## src/rtl/ir_triac_phase_dimmer_top_assert.svh

```systemverilog
// Assertion macros for the dimmer RTL, used by the back end.
`ifndef IR_TRIAC_PHASE_DIMMER_TOP_ASSERT_SVH
`define IR_TRIAC_PHASE_DIMMER_TOP_ASSERT_SVH

// Same-cycle implication, sampled on clk, off while rst_n is low.
`define ITPD_ASSERT_IMPLY(label, ante, cons) \
    label: assert property (@(posedge clk) disable iff (!rst_n) (ante) |-> (cons)) \
        else $error("dimmer assertion failed");

// Next-cycle implication, sampled on clk, off while rst_n is low.
`define ITPD_ASSERT_NEXT(label, ante, cons) \
    label: assert property (@(posedge clk) disable iff (!rst_n) (ante) |=> (cons)) \
        else $error("dimmer assertion failed");

`endif

```

## src/rtl/itpd_pkg.sv

```systemverilog
// Types, constants and register codes of the IR triac phase dimmer.
package itpd_pkg;

    localparam int SYSTEM_BITS_DEF  = 5;
    localparam int COMMAND_BITS_DEF = 6;

    localparam int CFG_IDX_W  = 3;
    localparam int CFG_DATA_W = 16;

    // Register reset values.
    localparam logic [15:0] IR_FIRST_SAMPLE_RST = 16'd500;
    localparam logic [15:0] IR_BIT_PERIOD_RST   = 16'd172;
    localparam logic        IR_START_RISING_RST = 1'b1;
    localparam logic [15:0] FIRE_BASE_RST       = 16'd50;
    localparam logic [15:0] FIRE_STEP_RST       = 16'd100;
    localparam logic [3:0]  MAX_LEVEL_RST       = 4'd8;
    localparam logic [15:0] DEBOUNCE_RST        = 16'd10000;
    localparam logic [3:0]  INITIAL_LEVEL_RST   = 4'd0;

    // IR command codes, compared on an 8-bit widened command field.
    localparam logic [7:0] CMD_LEVEL_UP   = 8'd1;
    localparam logic [7:0] CMD_LEVEL_DOWN = 8'd2;

    typedef enum logic [CFG_IDX_W-1:0] {
        CFG_IR_FIRST_SAMPLE = 3'd0,
        CFG_IR_BIT_PERIOD   = 3'd1,
        CFG_IR_START_RISING = 3'd2,
        CFG_FIRE_BASE       = 3'd3,
        CFG_FIRE_STEP       = 3'd4,
        CFG_MAX_LEVEL       = 3'd5,
        CFG_DEBOUNCE        = 3'd6,
        CFG_INITIAL_LEVEL   = 3'd7
    } cfg_index_t;

    typedef struct packed {
        logic ir_level;
        logic zero_cross_level;
        logic button_up_level;
        logic button_down_level;
    } tick_t;

    typedef struct packed {
        logic       gate_drive;
        logic [3:0] firing_level;
        logic       led_state;
        logic       frame_done;
        logic [4:0] system_address;
        logic [5:0] command_code;
    } result_t;

    // Classified tick, as queued between front and back.
    typedef struct packed {
        logic ir_level;
        logic ir_start;
        logic zc_edge;
        logic up_level;
        logic down_level;
    } tick_class_t;

    // Settings the back end works with.
    typedef struct packed {
        logic [15:0] ir_first_sample_ticks;
        logic [15:0] ir_bit_period_ticks;
        logic [15:0] fire_base_ticks;
        logic [15:0] fire_step_ticks;
        logic [3:0]  max_level;
        logic [15:0] debounce_ticks;
    } cfg_t;

endpackage

```

## src/rtl/itpd_front.sv

```systemverilog
// Front end: accepts tick words and classifies IR start and zero-cross edges.
module itpd_front
    import itpd_pkg::*;
(
    input  logic        clk,
    input  logic        rst_n,
    input  logic        tick_valid,
    output logic        tick_stall,
    input  tick_t       tick_word,
    input  logic        start_on_rising,
    input  logic        q_full,
    output logic        q_push,
    output tick_class_t q_word
);

    logic prev_ir_reg;
    logic prev_ir_next;
    logic prev_zc_reg;
    logic prev_zc_next;
    logic ir_rise;
    logic ir_fall;

    assign tick_stall = q_full;
    assign q_push     = tick_valid && !q_full;

    assign ir_rise = !prev_ir_reg && tick_word.ir_level;
    assign ir_fall = prev_ir_reg && !tick_word.ir_level;

    always_comb
    begin
        q_word.ir_level   = tick_word.ir_level;
        q_word.ir_start   = start_on_rising ? ir_rise : ir_fall;
        q_word.zc_edge    = tick_word.zero_cross_level ^ prev_zc_reg;
        q_word.up_level   = tick_word.button_up_level;
        q_word.down_level = tick_word.button_down_level;
        prev_ir_next      = q_push ? tick_word.ir_level : prev_ir_reg;
        prev_zc_next      = q_push ? tick_word.zero_cross_level : prev_zc_reg;
    end

    always_ff @(posedge clk or negedge rst_n)
    begin
        if (!rst_n)
        begin
            prev_ir_reg <= 1'b1;
            prev_zc_reg <= 1'b0;
        end
        else
        begin
            prev_ir_reg <= prev_ir_next;
            prev_zc_reg <= prev_zc_next;
        end
    end

endmodule

```

## src/rtl/itpd_fifo.sv

```systemverilog
// Two-word queue between the front and back ends.
module itpd_fifo
    import itpd_pkg::*;
(
    input  logic        clk,
    input  logic        rst_n,
    input  logic        push,
    input  tick_class_t push_word,
    output logic        full,
    input  logic        pop,
    output tick_class_t pop_word,
    output logic        empty
);

    tick_class_t slot_reg [2];
    logic        wr_ptr_reg;
    logic        wr_ptr_next;
    logic        rd_ptr_reg;
    logic        rd_ptr_next;
    logic [1:0]  count_reg;
    logic [1:0]  count_next;

    assign full     = (count_reg == 2'd2);
    assign empty    = (count_reg == 2'd0);
    assign pop_word = slot_reg[rd_ptr_reg];

    always_comb
    begin
        wr_ptr_next = push ? ~wr_ptr_reg : wr_ptr_reg;
        rd_ptr_next = pop ? ~rd_ptr_reg : rd_ptr_reg;
        count_next  = count_reg + {1'b0, push} - {1'b0, pop};
    end

    always_ff @(posedge clk)
    begin
        if (push)
        begin
            slot_reg[wr_ptr_reg] <= push_word;
        end
    end

    always_ff @(posedge clk or negedge rst_n)
    begin
        if (!rst_n)
        begin
            wr_ptr_reg <= 1'b0;
            rd_ptr_reg <= 1'b0;
            count_reg  <= 2'd0;
        end
        else
        begin
            wr_ptr_reg <= wr_ptr_next;
            rd_ptr_reg <= rd_ptr_next;
            count_reg  <= count_next;
        end
    end

endmodule

```

## src/rtl/itpd_back.sv

```systemverilog
// Back end: IR frame receiver, phase control, buttons and result register.
`include "ir_triac_phase_dimmer_top_assert.svh"

module itpd_back
    import itpd_pkg::*;
#(
    parameter int SYSTEM_BITS  = SYSTEM_BITS_DEF,
    parameter int COMMAND_BITS = COMMAND_BITS_DEF
)
(
    input  logic        clk,
    input  logic        rst_n,
    input  cfg_t        cfg,
    input  logic        q_empty,
    input  tick_class_t q_word,
    output logic        q_pop,
    output logic        res_valid,
    input  logic        res_stall,
    output result_t     res_word
);

    localparam int TOTAL = SYSTEM_BITS + COMMAND_BITS;
    localparam int BC_W  = $clog2(TOTAL + 1);

    function automatic logic [3:0] level_raise(input logic [3:0] lvl, input logic [3:0] top);
        logic [3:0] r;
        r = (lvl >= top) ? top : lvl + 4'd1;
        return r;
    endfunction

    function automatic logic [3:0] level_lower(input logic [3:0] lvl);
        logic [3:0] r;
        r = (lvl != 4'd0) ? lvl - 4'd1 : lvl;
        return r;
    endfunction

    // Returns {release_hit, new_hold_count}.
    function automatic logic [16:0] release_eval(input logic lvl, input logic [15:0] cnt,
                                                 input logic [15:0] deb);
        logic [16:0] r;
        if (!lvl)
        begin
            r = {1'b0, (cnt != 16'hFFFF) ? cnt + 16'd1 : cnt};
        end
        else
        begin
            r = {(cnt != 16'd0) && (cnt >= deb), 16'd0};
        end
        return r;
    endfunction

    logic              frame_active_reg;
    logic              frame_active_next;
    logic [15:0]       frame_timer_reg;
    logic [15:0]       frame_timer_next;
    logic [BC_W-1:0]   bit_count_reg;
    logic [BC_W-1:0]   bit_count_next;
    logic [BC_W-1:0]   bit_count_inc;
    logic [TOTAL-1:0]  frame_shift_reg;
    logic [TOTAL-1:0]  frame_shift_next;
    logic [4:0]        last_system_reg;
    logic [4:0]        last_system_next;
    logic [5:0]        last_command_reg;
    logic [5:0]        last_command_next;
    logic [3:0]        level_reg;
    logic [3:0]        level_next;
    logic [3:0]        level_ir;
    logic [3:0]        level_up_btn;
    logic [19:0]       fire_timer_reg;
    logic [19:0]       fire_timer_next;
    logic [19:0]       fire_delay;
    logic              fire_pending_reg;
    logic              fire_pending_next;
    logic              gate_reg;
    logic              gate_next;
    logic              led_reg;
    logic              led_next;
    logic [15:0]       up_hold_reg;
    logic [15:0]       up_hold_next;
    logic [15:0]       down_hold_reg;
    logic [15:0]       down_hold_next;
    logic [16:0]       up_eval;
    logic [16:0]       down_eval;
    logic [7:0]        cmd_wide;
    logic              done;
    logic              res_valid_reg;
    logic              res_valid_next;
    result_t           res_word_reg;
    result_t           res_word_next;
    logic              last_sample;

    assign q_pop     = !q_empty && (!res_valid_reg || !res_stall);
    assign res_valid = res_valid_reg;
    assign res_word  = res_word_reg;

    always_comb
    begin
        frame_active_next = frame_active_reg;
        frame_timer_next  = frame_timer_reg;
        bit_count_next    = bit_count_reg;
        frame_shift_next  = frame_shift_reg;
        last_system_next  = last_system_reg;
        last_command_next = last_command_reg;
        led_next          = led_reg;
        level_ir          = level_reg;
        done              = 1'b0;
        bit_count_inc     = bit_count_reg + BC_W'(1);
        cmd_wide          = 8'd0;

        // Frame receiver: sample when the loaded delay runs out.
        if (frame_active_reg)
        begin
            if (frame_timer_reg <= 16'd1)
            begin
                frame_shift_next = {frame_shift_reg[TOTAL-2:0], q_word.ir_level};
                frame_timer_next = cfg.ir_bit_period_ticks;
                if (bit_count_inc == BC_W'(TOTAL))
                begin
                    cmd_wide          = 8'(frame_shift_next[COMMAND_BITS-1:0]);
                    last_command_next = 6'(frame_shift_next[COMMAND_BITS-1:0]);
                    last_system_next  = 5'(frame_shift_next[TOTAL-1:COMMAND_BITS]);
                    frame_active_next = 1'b0;
                    bit_count_next    = '0;
                    done              = 1'b1;
                    if (cmd_wide == CMD_LEVEL_UP)
                    begin
                        led_next = ~led_reg;
                        level_ir = level_raise(level_reg, cfg.max_level);
                    end
                    else if (cmd_wide == CMD_LEVEL_DOWN)
                    begin
                        led_next = ~led_reg;
                        level_ir = level_lower(level_reg);
                    end
                end
                else
                begin
                    bit_count_next = bit_count_inc;
                end
            end
            else
            begin
                frame_timer_next = frame_timer_reg - 16'd1;
            end
        end
        else if (q_word.ir_start)
        begin
            frame_active_next = 1'b1;
            frame_timer_next  = cfg.ir_first_sample_ticks;
            bit_count_next    = '0;
            frame_shift_next  = '0;
        end

        // Phase control: crossings are ignored while a frame runs.
        fire_delay        = 20'(cfg.fire_base_ticks) + 20'(level_ir) * 20'(cfg.fire_step_ticks);
        gate_next         = gate_reg;
        fire_pending_next = fire_pending_reg;
        fire_timer_next   = fire_timer_reg;
        if (q_word.zc_edge && !frame_active_reg)
        begin
            gate_next         = 1'b0;
            fire_pending_next = q_word.ir_level;
            if (q_word.ir_level)
            begin
                fire_timer_next = fire_delay;
            end
        end
        else if (fire_pending_reg)
        begin
            if (fire_timer_reg <= 20'd1)
            begin
                gate_next         = 1'b1;
                fire_pending_next = 1'b0;
                fire_timer_next   = 20'd0;
            end
            else
            begin
                fire_timer_next = fire_timer_reg - 20'd1;
            end
        end

        // Buttons act after any IR command, up before down.
        up_eval        = release_eval(q_word.up_level, up_hold_reg, cfg.debounce_ticks);
        down_eval      = release_eval(q_word.down_level, down_hold_reg, cfg.debounce_ticks);
        up_hold_next   = up_eval[15:0];
        down_hold_next = down_eval[15:0];
        level_up_btn   = up_eval[16] ? level_raise(level_ir, cfg.max_level) : level_ir;
        level_next     = down_eval[16] ? level_lower(level_up_btn) : level_up_btn;

        res_word_next.gate_drive     = gate_next;
        res_word_next.firing_level   = level_next;
        res_word_next.led_state      = led_next;
        res_word_next.frame_done     = done;
        res_word_next.system_address = last_system_next;
        res_word_next.command_code   = last_command_next;

        if (q_pop)
        begin
            res_valid_next = 1'b1;
        end
        else if (!res_stall)
        begin
            res_valid_next = 1'b0;
        end
        else
        begin
            res_valid_next = res_valid_reg;
        end
    end

    always_ff @(posedge clk)
    begin
        if (q_pop)
        begin
            res_word_reg <= res_word_next;
        end
    end

    always_ff @(posedge clk or negedge rst_n)
    begin
        if (!rst_n)
        begin
            frame_active_reg <= 1'b0;
            frame_timer_reg  <= 16'd0;
            bit_count_reg    <= '0;
            frame_shift_reg  <= '0;
            last_system_reg  <= 5'd0;
            last_command_reg <= 6'd0;
            level_reg        <= INITIAL_LEVEL_RST;
            fire_timer_reg   <= 20'd0;
            fire_pending_reg <= 1'b0;
            gate_reg         <= 1'b0;
            led_reg          <= 1'b0;
            up_hold_reg      <= 16'd0;
            down_hold_reg    <= 16'd0;
            res_valid_reg    <= 1'b0;
        end
        else
        begin
            res_valid_reg <= res_valid_next;
            if (q_pop)
            begin
                frame_active_reg <= frame_active_next;
                frame_timer_reg  <= frame_timer_next;
                bit_count_reg    <= bit_count_next;
                frame_shift_reg  <= frame_shift_next;
                last_system_reg  <= last_system_next;
                last_command_reg <= last_command_next;
                level_reg        <= level_next;
                fire_timer_reg   <= fire_timer_next;
                fire_pending_reg <= fire_pending_next;
                gate_reg         <= gate_next;
                led_reg          <= led_next;
                up_hold_reg      <= up_hold_next;
                down_hold_reg    <= down_hold_next;
            end
        end
    end

    // Final bit of a frame is due on the next popped word.
    assign last_sample = frame_active_reg && (frame_timer_reg <= 16'd1)
                         && (bit_count_reg == BC_W'(TOTAL - 1));

    `ITPD_ASSERT_IMPLY(a_gate_not_pending, gate_reg, !fire_pending_reg)
    `ITPD_ASSERT_IMPLY(a_done_idle_frame, res_valid && res_word.frame_done, !frame_active_reg)
    `ITPD_ASSERT_IMPLY(a_bit_count_range, frame_active_reg, bit_count_reg < BC_W'(TOTAL))
    `ITPD_ASSERT_NEXT(a_last_bit_done, q_pop && last_sample, res_valid && res_word.frame_done)

endmodule

```

## src/rtl/ir_triac_phase_dimmer_top.sv

```systemverilog
// Top level of the IR triac phase dimmer: settings registers, front, queue, back.
//
//  channel  dir  handshake               word
//  tick     in   tick_valid / tick_stall tick_word (tick_t): IR, zero-cross, two buttons
//  result   out  res_valid / res_stall   res_word (result_t): gate, level, LED, frame
//  config   in   cfg_valid / cfg_ready   cfg_index, cfg_data: settings register write
//
// One tick word is taken per cycle while tick_stall is low; its result word is presented
// once it has passed a queue slot and then the back end's result register, where a
// result stall can hold it. The back end's update of frame, firing and button state,
// once per popped word, sets the rate.
// Reset (rst_n, async) loads the default settings and the initial firing level of zero.
// A stalled result holds in its register; the two-word queue absorbs the ticks that
// follow, and tick_stall rises once it is full.
module ir_triac_phase_dimmer_top
    import itpd_pkg::*;
#(
    parameter int SYSTEM_BITS  = SYSTEM_BITS_DEF,
    parameter int COMMAND_BITS = COMMAND_BITS_DEF
)
(
    input  logic                  clk,
    input  logic                  rst_n,
    input  logic                  tick_valid,
    output logic                  tick_stall,
    input  tick_t                 tick_word,
    output logic                  res_valid,
    input  logic                  res_stall,
    output result_t               res_word,
    input  logic                  cfg_valid,
    output logic                  cfg_ready,
    input  logic [CFG_IDX_W-1:0]  cfg_index,
    input  logic [CFG_DATA_W-1:0] cfg_data
);

    cfg_t        cfg_reg;
    cfg_t        cfg_next;
    logic        start_rising_reg;
    logic        start_rising_next;
    logic        q_push;
    logic        q_full;
    logic        q_pop;
    logic        q_empty;
    tick_class_t push_word;
    tick_class_t pop_word;

    // Writes are always taken.
    assign cfg_ready = 1'b1;

    always_comb
    begin
        cfg_next          = cfg_reg;
        start_rising_next = start_rising_reg;
        if (cfg_valid)
        begin
            unique case (cfg_index_t'(cfg_index))
                CFG_IR_FIRST_SAMPLE: cfg_next.ir_first_sample_ticks = cfg_data;
                CFG_IR_BIT_PERIOD:   cfg_next.ir_bit_period_ticks   = cfg_data;
                CFG_IR_START_RISING: start_rising_next              = cfg_data[0];
                CFG_FIRE_BASE:       cfg_next.fire_base_ticks       = cfg_data;
                CFG_FIRE_STEP:       cfg_next.fire_step_ticks       = cfg_data;
                CFG_MAX_LEVEL:       cfg_next.max_level             = cfg_data[3:0];
                CFG_DEBOUNCE:        cfg_next.debounce_ticks        = cfg_data;
                // The initial level only matters at reset, which also restores
                // its default, so drop the write.
                CFG_INITIAL_LEVEL:   cfg_next = cfg_reg;
            endcase
        end
    end

    always_ff @(posedge clk or negedge rst_n)
    begin
        if (!rst_n)
        begin
            cfg_reg.ir_first_sample_ticks <= IR_FIRST_SAMPLE_RST;
            cfg_reg.ir_bit_period_ticks   <= IR_BIT_PERIOD_RST;
            cfg_reg.fire_base_ticks       <= FIRE_BASE_RST;
            cfg_reg.fire_step_ticks       <= FIRE_STEP_RST;
            cfg_reg.max_level             <= MAX_LEVEL_RST;
            cfg_reg.debounce_ticks        <= DEBOUNCE_RST;
            start_rising_reg              <= IR_START_RISING_RST;
        end
        else
        begin
            cfg_reg          <= cfg_next;
            start_rising_reg <= start_rising_next;
        end
    end

    // Classify edges on the way in.
    itpd_front u_front (
        .clk             (clk),
        .rst_n           (rst_n),
        .tick_valid      (tick_valid),
        .tick_stall      (tick_stall),
        .tick_word       (tick_word),
        .start_on_rising (start_rising_reg),
        .q_full          (q_full),
        .q_push          (q_push),
        .q_word          (push_word)
    );

    // Decouple intake from result stalls.
    itpd_fifo u_fifo (
        .clk       (clk),
        .rst_n     (rst_n),
        .push      (q_push),
        .push_word (push_word),
        .full      (q_full),
        .pop       (q_pop),
        .pop_word  (pop_word),
        .empty     (q_empty)
    );

    // Advance receiver, firing and button state one tick per popped word.
    itpd_back #(
        .SYSTEM_BITS  (SYSTEM_BITS),
        .COMMAND_BITS (COMMAND_BITS)
    ) u_back (
        .clk       (clk),
        .rst_n     (rst_n),
        .cfg       (cfg_reg),
        .q_empty   (q_empty),
        .q_word    (pop_word),
        .q_pop     (q_pop),
        .res_valid (res_valid),
        .res_stall (res_stall),
        .res_word  (res_word)
    );

endmodule
```

## config.mk

```make
export PLATFORM = sky130hd
export DESIGN_NAME = ir_triac_phase_dimmer_top
export DESIGN_NICKNAME = d
export VERILOG_FILES = /design/src/rtl/itpd_pkg.sv /design/src/rtl/itpd_front.sv /design/src/rtl/itpd_fifo.sv /design/src/rtl/itpd_back.sv /design/src/rtl/ir_triac_phase_dimmer_top.sv
export VERILOG_INCLUDE_DIRS = /design/src /design/src/rtl
export SDC_FILE = /design/constraint.sdc
export NUM_CORES = 1
export LEC_CHECK = 0
export ABC_AREA = 1
export BUFFER_PORTS_ARGS = -buffer_cell sky130_fd_sc_hd__buf_2
export CORE_MARGIN = 3
export CORE_UTILIZATION = 45
export DETAILED_ROUTE_END_ITERATION = 10
export PLACE_DENSITY = 0.65
export SYNTH_ARGS = -nofsm -noshare
export SYNTH_HDL_FRONTEND = slang
export SYNTH_HIERARCHICAL = 1
export SYNTH_SLANG_ARGS = --single-unit
```

## constraint.sdc

```tcl
create_clock -name clk -period 5.76 [get_ports clk]
set_input_delay 1.728 -clock clk [delete_from_list [all_inputs] [get_ports clk]]
set_output_delay 1.728 -clock clk [all_outputs]
set_load 0.1 [all_outputs]
```

==> results.tsv, run 1 <==
metric	value	unit
avgSynthCellArea	7.933	um^2
critPathBufInv	5	
core_region_area	31070	um^2
netlist.area_leader.share	29.33	%
initial_utilization	46.42	%
cp_slowest_stage_delay	0.54	ns
r2r_cells	26	
synthSimpleGateAreaFrac	25.86	%
ys_types	64	
synthArstFlopShare	87.33	%
cap_violations	0	
vias	11980	
grt_max_degree	112	
fp.dieH	185.0	um
synth-edff-count	28	
crit_required	6.17	ns
pin_count	49	
drc_errors	0	
place_congestion	0.9077	
die_x	185.0	um
ys_seq_area_share	39.53	%
grt_pass1_vias	11630	
clock_sinks	221	
cts_buffers	25	
drtIter0Drc	847	
crit_path_start_kind	flip-flop	
synth_ff_type	dfrtp_1	
synth-adder-area-share	13.26	%
setup_viol	0	
critPathSlowestCell	fa_1	
hold_viol_final	0	
yosys.area.top_type	dfrtp_1	
worstSetupEndpointType	flip-flop	
hold_buffers	0	
synth_top_family_by_area	simple AND/OR/NAND/NOR gates	
io_buffers	47	
tightest_slew	0.9437	ns
hold_ws	0.4648	ns
fillCellCount	3025	
nets	2024	
drive_above_1_share	11.81	%
powerDensity	443.6	nW/um^2
largest_reg_flops	84	
drt-pass1-iter-count	5	
fin_crit	5.394	ns
area.growth.synth_to_final	11.72	%
antenna_found_initial	4	
critical_path_depth	26	
overflow	0	
drt-total-wl	35060	um
muxShareOfSynthArea	0	%
final_util	51.86	%
relSlewSlack	37.09	%
arrival	5.80	ns
clk_latency	0.53	ns
synth_cells	1818	
clockBufferDepth	3	
ys_warn_count	6	
path_clk_slew	0.07	ns
vias_per_cell	5.239	
cts-htree-levels	1	
synth_compound_area_share	10.73	%
hold_path.class	flip-flop to flip-flop	
holdPathStages	2	
die-area	34230	um^2
grt_pass1_wl	58930	um
ys_top_cells_by_area	dfrtp_1, nand2_1, ha_1	
crit_path_frequent_cell	inv_1	
crit_fanout	7	
fmax	185.4	MHz
p_leak	7.954	nW
rows	64	
place_hpwl	25810	um
syn_area	14420	um^2
fin_crit_sh	93.64	%
cts-root-buf	clkbuf_16	
wl_per_cell	15.34	um
cp_top_family	adder cells	
critPathKind	flip-flop to flip-flop	
ant_nets	0	
power.total	7.147	mW
drv_slew	0	
synth-xor-area-share	1.883	%
skew	0.008453	ns
track_usage	20.95	%
ir_drop	273.6	uV
status	complete, no violations	
ys_seq_elements	221	
cts_tree	yes	
syn_nets	1973	
-- cell usage in the layout (no fill, tap or decap), types with 8 or more instances in the layout --
master / n
nand2_1: 463
inv_1: 254
dfrtp_1: 168
nor2_1: 157
nand3_1: 115
a21oi_1: 101
o21ai_0: 77
ha_1: 77
buf_2: 46
fa_1: 43
nor3_1: 30
edfxtp_1: 28
clkbuf_16: 25
dfstp_2: 24
xor2_1: 22
buf_4: 20
nand4_1: 17
inv_2: 14
a31oi_1: 14
nand2_2: 12
o21ai_1: 12
o22ai_1: 12
nor2_4: 10
nor2_2: 10
xnor2_1: 9
nor4_1: 8
-- kinds of logic (layout without fill, tap and decap cells) --
family,Yosys count,after routing
adder cells (fa/ha/maj),127,127
AO/OA/AOI/OAI,271,271
AND/OR/NAND/NOR,849,849
flip-flops,221,221
buffers and inverters,318,388
XOR/XNOR,31,31
other,1,3
-- power breakdown --
part | internal (mW) | total, mW | switching (mW)
clock network | 1.04 | 1.71 | 0.674
registers | 2.00 | 2.29 | 0.292
logic | 0.968 | 3.15 | 2.18
-- cell usage after synthesis (10+ instances only) --
cell type / instances
a21oi_1: 105
a31oi_1: 14
clkbuf_1: 17
nor2_4: 10
o21ai_0: 81
nand3_1: 116
nor3_1: 30
nand4_1: 17
dfrtp_1: 169
nor2_1: 161
nand2_1: 463
xor2_1: 22
fa_1: 43
nand2_2: 12
o22ai_1: 12
inv_2: 12
inv_1: 256
buf_2: 15
dfstp_2: 24
edfxtp_1: 28
o21ai_1: 10
ha_1: 84
-- worst paths after layout --
kind	startpoint	to	slack, ns
max	u_back/frame_timer_reg[0]$_DFFE_PN0P_	u_back/fire_timer_reg[18]$_DFFE_PN0P_	0.37
min	cfg_reg[74]$_DFFE_PN1P_	cfg_reg[74]$_DFFE_PN1P_	0.46
max reg2reg	u_back/frame_timer_reg[0]$_DFFE_PN0P_	u_back/fire_timer_reg[18]$_DFFE_PN0P_	0.37
min reg2reg	cfg_reg[74]$_DFFE_PN1P_	cfg_reg[74]$_DFFE_PN1P_	0.46
max in group asynchronous	rst_n	cfg_reg[26]$_DFFE_PN1P_	3.37
min in group asynchronous	rst_n	u_back/res_valid$_DFFE_PN0P_	1.28
-- routing by layer --
layer	global-route usage, %	wire (um)	vias up
met5	0	21	-
met4	5.162	891	4
met3	3.044	1747	65
met2	34.67	16200	264
met1	29.18	16200	5658
li1	-	-	5986
-- final cells by class --
class,instances,area (um^2),area share (%)
multi-input cells,1279,7561,46.93
flip-flops and latches,221,5702,35.39
inverters,273,1027,6.376
clock buffers,32,691.9,4.294
well taps,396,495.5,3.075
repair buffers,69,425.4,2.640
clock inverters,14,203.9,1.266
diodes,2,5.005,0.03106
-- per-stage QoR --
step	instance area [um^2]	setup slack (ns)	cells	TNS (ns)
after floorplan	14420	0.5104	1818	0
after global placement	15070	0.2947	2234	0
after detailed placement	15070	0.2228	2234	0
after CTS	15960	0.1919	2280	0
after global routing	16110	-0.004499	2284	-0.004499
final	16110	0.3662	2286	0
-- worst min-delay path: stages, from the launching register on --
cell,delay (ns)
dfstp_2,0.37
nand2_1,0.05
nand2_1,0.04
-- repair_timing --
item	in CTS	in global routing
endpoints found under the setup margin	0	12
resized for setup	0	27
setup buffers	0	4
No activity file was read; power rests on OpenSTA's default activity.
==> run 2, diff against run 1 <==
- RECOVER_POWER: unset -> 100
- SYNTH_HIERARCHICAL: 1 -> unset
- clock period: 5.76 -> 5.5 ns (I/O delays scaled with it)
==> run 2 against run 1 <==
The flow now finishes with violations (max-capacitance violations, max-slew violations); cell area is 0.28% lower; sequential share of layout area grew 0.11 points; global-route usage about the same; critical path depth rose by 1; flip-flop and latch count did not move; first-iteration DRC count is the same; via count down 1.1%; clock skew is 0.00053 ns higher; maximum frequency rose by 2.2%; cell count is 3.5% lower; largest power group unchanged.
==> results.tsv, run 2 <==
metric	value	unit
status	finished, violations left	
violations	max-capacitance violations, max-slew violations	
placed_area	14720	um^2
setup_viol	0	
r2r_cells	27	
io_buffers	47	
drt-pass1-iter-count	5	
worstSetupEndpointType	flip-flop	
critPathKind	flip-flop to flip-flop	
yosys.area.top_type	dfrtp_1	
cts-root-buf	clkbuf_16	
track_usage	20.93	%
rows	63	
n_antenna_cell	0	
yosysMostFrequentCell	nand2_1	
ys_seq_area_share	40.83	%
fin_crit	5.279	ns
grt_pass1_vias	11340	
initial_utilization	46.37	%
clockBufferDepth	3	
r2r_setup_slack	0.22	ns
drt-total-wl	35410	um
final_cell_count_no_fill	2205	
die-area	33180	um^2
avgSynthCellArea	8.085	um^2
hold_viol_final	0	
overflow	0	
skew	0.008979	ns
ir_drop	319.3	uV
grt_pass1_wl	57590	um
clk_latency	0.53	ns
startpoint	cfg_reg[19]$_DFFE_PN1P_	
ys_seq_elements	221	
relSlewSlack	-124.1	%
crit_required	5.94	ns
final_common_cell	nand2_1	
cts_buffers	26	
tightest_slew	3.362	ns
fin_crit_sh	95.99	%
synth-xor-area-share	1.317	%
place_hpwl	25330	um
drc_errors	0	
cp-endpoint	u_back.fire_timer_reg[19]$_DFFE_PN0P_	
largest_reg_flops	84	
cts-htree-levels	1	
syn_area	13960	um^2
grt_max_degree	135	
wl_per_cell	16.06	um
dpl.cell_count	2145	
synth_cells	1727	
synth_compound_area_share	13.95	%
path_clk_slew	0.06	ns
drive_above_1_share	14.77	%
muxShareOfSynthArea	0.08065	%
fp.dieH	182.1	um
pin_count	49	
fillCellCount	2834	
antenna_found_initial	0	
vias	11850	
core_region_area	30110	um^2
drtIter0Drc	847	
area.growth.synth_to_final	15.07	%
design_area	16070	um^2
crit_fanout	8	
synth-edff-count	28	
power.total	8.121	mW
p_leak	7.647	nW
nets	1950	
synth-adder-area-share	13.69	%
fmax	189.4	MHz
synth_ff_type	dfrtp_1	
ant_nets	0	
synthSimpleGateAreaFrac	21.53	%
ys_types	60	
netlist.area_leader.share	30.29	%
rsz0062_at_grt	true	
arrival	5.72	ns
seq_area	5703	um^2
vias_per_cell	5.375	
drv_slew	60	
place_congestion	0.9294	
hold_path.class	flip-flop to flip-flop	
timing.rr.end	u_back.fire_timer_reg[19]$_DFFE_PN0P_	
clock_sinks	221	
die_x	182.1	um
crit_path_start_kind	flip-flop	
cap_violations	1	
final_cell_mix	nand2_1, inv_1, dfrtp_1	
synthArstFlopShare	87.33	%
multi_input_area	7441	um^2
timing.rr.start	cfg_reg[19]$_DFFE_PN1P_	
powerDensity	505.4	nW/um^2
cts_tree	yes	
syn_nets	1882	
ys_top_cells_by_area	dfrtp_1, nand2_1, ha_1	
synth_top_family_by_area	simple AND/OR/NAND/NOR gates	
ys_warn_count	0	
synth_commonest_cells	nand2_1, inv_1, nor2_1	
==> run 2: per-layer routing <==
| layer | vias up | wire, um | global-route usage [%] |
|---|---|---|---|
| met5 | - | 0 | 0 |
| met4 | 0 | 836 | 5.454 |
| met3 | 66 | 1900 | 3.249 |
| met2 | 319 | 16740 | 34.24 |
| met1 | 5681 | 15930 | 29.24 |
| li1 | 5785 | - | - |
==> run 2: cell families after synthesis <==
logic type / count (synthesis)
compound gates: 344
xor+xnor: 21
fa+ha+maj: 127
buf+inv: 315
flops: 221
mux: 1
other cells: 1
simple gates: 697
==> run 2: where the power goes <==
group	switching [mW]	total, mW	internal [mW]	leakage, nW
logic	2.69	3.95	1.26	4.51
registers	0.314	2.42	2.11	2.70
clock network	0.700	1.76	1.05	0.436
==> run 2: per-stage QoR <==
stage / worst slack, ns / setup TNS, ns / util (%) / hold WS, ns
6_report: 0.2208 / 0 / 53.36 / 0.4785
5_1_grt: -0.05482 / -0.1129 / 53.36 / 0.4920
4_1_cts: 0.009833 / 0 / 51.88 / 0.4818
3_5_place_dp: -0.1758 / -0.4698 / 48.89 / 0.4661
3_3_place_gp: -0.08663 / -0.08967 / 48.89 / 0.4618
2_1_floorplan: 0.1325 / 0 / - / 0.4494
==> run 2: area by class of cell <==
cell class | instances | area share [%]
clock buffers | 33 | 4.657
well taps | 390 | 3.037
clock inverters | 15 | 0.8411
flip-flops and latches | 221 | 35.50
multi-input cells | 1191 | 46.31
inverters | 273 | 6.448
repair buffers | 82 | 3.208
==> run 2: repair_timing <==
| action | 4_1_cts | 5_1_grt |
|---|---|---|
| buffers inserted | 0 | 12 |
| gates resized for setup | 6 | 94 |
| pin swaps | 0 | 43 |
| endpoints found under the hold margin | 0 | 0 |
| hold buffers | 0 | 0 |
| setup endpoints to repair | 7 | 11 |
==> run 2: how the worst min path moves through the flow <==
| stage | cells past startpoint | slack, ns | startpoint | endpoint |
|---|---|---|---|---|
| 3_5_place_dp | 2 | 0.47 | u_back.last_command_reg[2]$_DFFE_PN0P_ | u_back.last_command_reg[2]$_DFFE_PN0P_ |
| 2_1_floorplan | 2 | 0.45 | u_back.fire_pending_reg$_DFFE_PN0P_ | u_back.fire_pending_reg$_DFFE_PN0P_ |
| 3_3_place_gp | 2 | 0.46 | u_back.last_command_reg[0]$_DFFE_PN0P_ | u_back.last_command_reg[0]$_DFFE_PN0P_ |
| 4_1_cts | 2 | 0.48 | u_back.fire_pending_reg$_DFFE_PN0P_ | u_back.fire_pending_reg$_DFFE_PN0P_ |
| 6_report | 2 | 0.48 | u_back.fire_pending_reg$_DFFE_PN0P_ | u_back.fire_pending_reg$_DFFE_PN0P_ |
| 5_1_grt | 2 | 0.49 | u_back.last_system_reg[3]$_DFFE_PN0P_ | u_back.last_system_reg[3]$_DFFE_PN0P_ |
==> run 2: worst max-delay path, cell delays in order, from the launching register on <==
cell	delay, ns
dfstp_2	0.54
inv_2	0.06
ha_4	0.24
a21oi_2	0.15
buf_4	0.14
nand4_1	0.11
nand3_2	0.10
nand3_4	0.08
nand2_4	0.09
clkinvlp_4	0.22
buf_6	0.23
nor2_1	0.13
fa_1	0.46
fa_1	0.57
inv_1	0.07
fa_1	0.51
inv_1	0.05
ha_2	0.32
nand2_1	0.11
a21oi_1	0.08
a211oi_1	0.23
nand2_1	0.12
nand2_1	0.07
nand2_1	0.06
a21oi_2	0.12
xor2_1	0.15
nand2_1	0.06
a31oi_1	0.13
==> run 3, diff against run 2 <==
- CELL_PAD_IN_SITES_DETAIL_PLACEMENT: unset -> 1
- CELL_PAD_IN_SITES_GLOBAL_PLACEMENT: unset -> 2
- CORE_UTILIZATION: 45 -> 38
- PLACE_DENSITY: 0.65 -> 0.84
==> run 3 against run 2 <==
The flow still finishes with violations (max-capacitance violations, max-slew violations); die area up 18%; clock-buffer cell count up 6; clock power up 9%; routed wire length up 15%; worst setup slack better by 0.013 ns; sequential power about the same; via count up 0.97%; highest routed layer unchanged; critical endpoint is now u_back.fire_timer_reg[18]$_DFFE_PN0P_; critical path type unchanged.
==> results.tsv, run 3 (synthesis gave the netlist of run 2 again) <==
metric	value	unit
die_x	197.7	um
largest_reg_flops	84	
ir_drop	245.6	uV
clock_sinks	221	
final_cell_mix	nand2_1, inv_1, dfrtp_1	
crit_path_frequent_cell	nand2_1	
clk_latency	0.56	ns
pin_count	49	
drive_above_1_share	13.33	%
drt-total-wl	40810	um
crit_path_start_kind	flip-flop	
path_clk_slew	0.07	ns
cts_buffers	27	
cts_tree	yes	
initial_utilization	38.88	%
met1_usage	28.48	%
setup_viol	0	
wl_per_cell	17.75	um
fin_crit	5.266	ns
vias	11970	
cp_top_family	adder cells	
track_usage	21.13	%
clockBufferDepth	3	
drtIter0Drc	571	
drv_slew	225	
antenna_found_initial	0	
overflow	0	
p_leak	7.696	nW
setup_ws	0.2338	ns
core_region_area	35910	um^2
place_congestion	0.8059	
use_met2	36.62	%
cts-htree-levels	1	
critPathKind	flip-flop to flip-flop	
hold_viol_final	0	
final_common_cell	nand2_1	
io_buffers	47	
hold_path.class	flip-flop to flip-flop	
ant_nets	0	
placed_area	14960	um^2
arrival	5.74	ns
critPathBufInv	7	
place_ws	-0.1037	ns
nets	1973	
r2r_setup_slack	0.23	ns
grt_pass1_wl	67010	um
timing.rr.start	cfg_reg[19]$_DFFE_PN1P_	
cap_violations	5	
rsz0062_at_grt	true	
cp_slowest_stage_delay	0.55	ns
vias_per_cell	5.205	
die-area	39080	um^2
critPathSlowestCell	dfstp_2	
place_hpwl	30350	um
power.total	8.371	mW
grt_use_met3	2.405	%
holdPathStages	2	
n_antenna_cell	0	
drt-pass1-iter-count	5	
worstSetupEndpointType	flip-flop	
final_util	45.26	%
tightest_slew	2.648	ns
drc_errors	0	
status	finished, violations left	
grt_max_degree	100	
violations	max-capacitance violations, max-slew violations	
hold_buffers	0	
min_to	u_back.last_command_reg[0]$_DFFE_PN0P_	
fillCellCount	4319	
timing.rr.end	u_back.fire_timer_reg[18]$_DFFE_PN0P_	
cts-root-buf	clkbuf_16	
grt-busiest-layer	met2	
r2r_cells	30	
fp.dieH	197.7	um
crit_fanout	9	
rows	69	
grt_pass1_vias	12650	
area.growth.synth_to_final	16.41	%
hp-start	u_back.last_command_reg[0]$_DFFE_PN0P_	
fmax	189.9	MHz
design_area	16250	um^2
skew	0.02737	ns
finalSetupTns	0	ns
crit_required	5.98	ns
relSlewSlack	-76.53	%
fin_crit_sh	95.75	%
powerDensity	515.1	nW/um^2
-- run 3: changes by cell type in the layout (fill, tap and decap cells not counted), moves of 3 or more --
cell	before	now
inv_2	12	8
nand2_2	14	8
clkinv_1	5	2
nand2_1	356	363
buf_8	0	3
ha_4	10	6
inv_1	255	258
buf_4	32	43
ha_1	71	75
buf_2	45	23
clkbuf_1	3	35
-- run 3: through the flow --
step	instances	hold WS, ns
floorplan	1727	0.4494
global placement	2238	0.4623
detailed placement	2238	0.4703
CTS	2287	0.4885
global route	2299	0.5064
finish	2299	0.4869
-- run 3: final cells by class --
cell class | instances | area, um^2 | share of cell area (%)
multi-input combinational | 1191 | 7342 | 45.17
sequential | 221 | 5700 | 35.07
inverter | 273 | 1037 | 6.382
clock buffer | 39 | 802.0 | 4.935
timing repair buffer | 104 | 639.4 | 3.934
tap | 461 | 576.8 | 3.549
clock inverter | 10 | 155.1 | 0.9546
-- run 3: repair_timing --
item / 4_1_cts / 5_1_grt
endpoints found under the setup margin: 3 / 12
pin swaps: 0 / 32
setup buffers: 0 / 12
resized for setup: 5 / 82
-- run 3: power breakdown --
| group | switching, mW | internal [mW] |
|---|---|---|
| combinational | 2.75 | 1.28 |
| sequential | 0.309 | 2.11 |
| clock | 0.724 | 1.19 |
| total | 3.79 | 4.59 |
-- run 3: routing by layer --
metal	share of wire (%)	wire, um
met1	46	18920
met2	49	19870
met3	2.7	1091
met4	2.3	925
met5	0	0
-- run 3: worst max-delay path by stage --
stage | startpoint | endpoint | depth (start not counted)
3_3_place_gp | cfg_reg[19]$_DFFE_PN1P_ | u_back.fire_timer_reg[19]$_DFFE_PN0P_ | 28
2_1_floorplan | cfg_reg[19]$_DFFE_PN1P_ | u_back.fire_timer_reg[15]$_DFFE_PN0P_ | 28
3_5_place_dp | cfg_reg[19]$_DFFE_PN1P_ | u_back.fire_timer_reg[15]$_DFFE_PN0P_ | 27
5_1_grt | cfg_reg[19]$_DFFE_PN1P_ | u_back.fire_timer_reg[19]$_DFFE_PN0P_ | 29
4_1_cts | u_back.frame_timer_reg[0]$_DFFE_PN0P_ | u_back.fire_timer_reg[19]$_DFFE_PN0P_ | 29
6_report | cfg_reg[19]$_DFFE_PN1P_ | u_back.fire_timer_reg[18]$_DFFE_PN0P_ | 30
-- run 3: worst register-to-register path, delay by kind of cell (launching register included) --
family	cells	cell delay, ns
flip-flops	1	0.55
buffers and inverters	7	0.69
AND/OR/NAND/NOR	14	1.04
adder cells (fa/ha/maj)	5	2.12
AO/OA/AOI/OAI	4	0.78
